===== src/sv/ggx_mul.sv =====
// ----------------------------------------------------------------------------
// GGX Q32 multiplier
// Two-stage Q32 product: 32x32 partial products, then sum, round half up
// and saturate to 64 bits.
// ----------------------------------------------------------------------------
module ggx_mul #(
    parameter int AW = 32,
    parameter int BW = 32
) (
    input  logic          i_clk,
    input  logic          i_en,
    input  logic [AW-1:0] i_a,
    input  logic [BW-1:0] i_b,
    output logic [63:0]   o_p
);
    logic [63:0]  a_ext;
    logic [63:0]  b_ext;
    logic [63:0]  r_ll;
    logic [63:0]  r_lh;
    logic [63:0]  r_hl;
    logic [63:0]  r_hh;
    logic [127:0] n_sum;
    logic [63:0]  r_p;

    assign a_ext = 64'(i_a);
    assign b_ext = 64'(i_b);

    always_ff @(posedge i_clk) begin
        if (i_en) begin
            r_ll <= a_ext[31:0] * b_ext[31:0];
            r_lh <= a_ext[31:0] * b_ext[63:32];
            r_hl <= a_ext[63:32] * b_ext[31:0];
            r_hh <= a_ext[63:32] * b_ext[63:32];
        end
    end

    assign n_sum = {64'h0, r_ll} + {32'h0, r_lh, 32'h0} + {32'h0, r_hl, 32'h0}
                 + {r_hh, 64'h0} + 128'h8000_0000;

    always_ff @(posedge i_clk) begin
        if (i_en) begin
            r_p <= (|n_sum[127:96]) ? '1 : n_sum[95:32];
        end
    end

    assign o_p = r_p;
endmodule


===== config.mk =====
export PLATFORM = sky130hd
export DESIGN_NAME = ggx_mul
export DESIGN_NICKNAME = d
export VERILOG_FILES = /design/src/sv/ggx_mul.sv
export SDC_FILE = /design/constraint.sdc
export NUM_CORES = 2
export LEC_CHECK = 0
export BUFFER_PORTS_ARGS = -buffer_cell sky130_fd_sc_hd__buf_2
export CORE_MARGIN = 5
export CORE_UTILIZATION = 55
export CTS_BUF_LIST = sky130_fd_sc_hd__clkbuf_4
export CTS_CLUSTER_DIAMETER = 30
export DETAILED_ROUTE_END_ITERATION = 10
export GPL_TIMING_DRIVEN = 0
export PLACE_DENSITY = 0.72
export SLEW_MARGIN = 30
export SYNTH_ARGS = -nofsm -noshare
export SYNTH_HDL_FRONTEND = slang
export SYNTH_SLANG_ARGS = --single-unit

===== constraint.sdc =====
create_clock -name i_clk -period 12.85 [get_ports i_clk]
set_input_delay 2.57 -clock i_clk [delete_from_list [all_inputs] [get_ports i_clk]]
set_output_delay 2.57 -clock i_clk [all_outputs]
set_load 0.02 [all_outputs]

==> results.cfg <==
[run_status]
status = completed

[logic_synthesis]
syn_area_per_cell_um2 = 9.37
yosys.area_share.simple_pct = 17.3
yosys_warnings = 0
synth_fa_ha_area_share_pct = 60.0
synth_top_family_by_area = adder cells
synth_edf_count = 66
synthMuxAreaShare_pct = 0
synth-seq-cells = 66
synth_xor_xnor_area_share_pct = 1.71
synth_seq_area_share_pct = 5.61
ys_async_sr_fraction_pct = 0
syn-cell-area_um2 = 35300
synthCells = 3769
synth_flop_cell = edfxtp_1
synth_cell_types = 53
synth_compound_area_share_pct = 3.29

[floorplanning]
die_w_um = 263
row_count = 93
start_util_pct = 55.2
die-height_um = 263
core_um2 = 64000
die-area_um2 = 69400
io_pins = 130

[timing]
rsz0062_at_grt = no
fin_crit_sh_pct = 89.8
period_needed_ns = 11.54
finalSetupViolations = 0
maxSlewHeadroom_pct = 22.4
tns_ns = 0
slew_violations = 0
finalClockSkew_ns = 0.00851
max_freq_mhz = 86.6
finalHoldViolations = 0
worst_slack_ns = 1.31
tightest_slew_ns = 1.16

[placement]
gp_congestion = 1.07
preCtsSetupSlack_ns = 1.14
portBuffers = 98
hpwl_um = 102000
dp.cells = 4752

[global_route]
grt_max_degree = 67
first_global_vias = 28789
top_usage_layer = met2
met3_usage_pct = 8.98
antenna_found_initial = 17
grt_pass1_wl_um = 181000
met1_usage_pct = 43.8
grtUsageMet2_pct = 54.3
track_usage_pct = 35.6
gr-total-overflow = 0

[routing]
ant_nets = 0
first_pass_iters = 5
drt_iter0_markers = 2882
vias = 27509
drc = 0
routedWlPerCell_um = 25.7
routed_wl_um = 123000
detail_route.vias_per_cell = 5.75

[clocking]
post-cts-setup-buffer-count = 0
cts.sinks = 66
htreeDepth = 3
cts_buffer_depth = 2
hold_buffers = 0
cts_resized = 0
cts_root_buf = clkbuf_4
clkLatencyLatePin_ns = 0.40
clkTransAtPathRegs_ns = 0.10
cts_buffers = 9
cts_tree = done

[final_layout]
final_common_cell = fa_1
syn_to_final_growth_pct = 5.21
layout_common_cells = 895 x fa_1, 873 x inv_1, 576 x and2_1, 497 x nand2_1, 261 x ha_1
nets = 5130
layout-drive-gt1-share_pct = 4.27
fill_cells = 5815
post_layout_nonfiller_instances = 4785
postLayoutCoreUtil_pct = 58.1

[worst_setup_path]
arrival_ns = 11.69
critPathKind = in2reg
end_kind = flop
path_common_cell = fa_1
worst-path-max-fanout = 12
start_kind = input pin
cp_slowest_cell = a211oi_1
slowest_delay_ns = 0.91
required_ns = 13.00

[job]
max_cap_viol_count = 0

[hold_path]
hold_path_class = reg2reg
[path summary, 6_finish.rpt]
check                           startpoint  endpoint  slack [ns]  cells past startpoint
worst max register to register    r_ll[33]   o_p[30]       10.48                      8
worst min register to register    r_ll[56]   o_p[24]        0.59                      1
worst min-delay path              r_ll[56]   o_p[24]        0.59                      1
worst max-delay path               i_b[14]  r_ll[59]        1.31                     26
[registers in the layout, summed over array words and instances (netlist names)]
| register | flops |
|---|---|
| o_p | 33 |
| r_ll | 33 |
[per-stage QoR]
| step | hold WS, ns | cell area (um^2) |
|---|---|---|
| after global routing | 0.608 | 37100 |
| after floorplan | 0.542 | 35400 |
| after global placement | 0.568 | 37000 |
| final | 0.594 | 37200 |
| after detailed placement | 0.572 | 37000 |
| after CTS | 0.593 | 37100 |
[kinds of logic after synthesis]
family                   count (synthesis)
flip-flops                              66
other                                    1
buffers and inverters                 1111
AO/OA/AOI/OAI                          181
XOR/XNOR                                69
AND/OR/NAND/NOR                       1185
adder cells (fa/ha/maj)               1156
[cells in the mapped netlist, drive strengths merged, types with 4 or more instances]
cell type  number  area (um^2)
o21ai          30          150
nor2           34          128
fa            895        17900
xor2           25          219
a21oi          72          360
ha            261         3270
o21a            5         37.5
nor3            8         40.0
xnor2          44          385
clkbuf        205          769
inv           873         3280
nand2         497         1870
nand3          22          110
a221oi          4         35.0
o21bai         13         97.6
buf            33          243
a211oi          9         67.6
a21boi          4         30.0
and3            4         25.0
a21o           21          158
and2          576         3600
nand4          30          203
nor4            4         40.0
o211ai          7         57.6
edfxtp         66         1980
[routing by layer]
layer / up-vias / part of all wire (%)
met2: 1857 / 44
met4: 4 / 10
met1: 13893 / 34
li1: 11190 / -
met5: - / 0.028
met3: 565 / 12
[cell type report]
class | instances | area, um^2 | area share [%]
tap | 855 | 1070 | 2.88
timing repair buffer | 98 | 493 | 1.33
inverter | 873 | 3280 | 8.82
clock inverter | 5 | 21.3 | 0.0572
clock buffer | 11 | 82.6 | 0.222
buffer | 238 | 1030 | 2.78
sequential | 66 | 1980 | 5.33
multi-input combinational | 2622 | 29200 | 78.5
antenna | 17 | 42.5 | 0.114
[worst max-delay path, delay by kind of cell]
family	cells	cell delay, ns
compound gates	8	2.94
xor+xnor	1	0.13
fa+ha+maj	9	4.34
buf+inv	6	1.42
simple gates	2	0.26
Power is left out: the tool's default activity adds up to more than one toggle a clock period on the data nets, which glitch-free logic cannot reach.
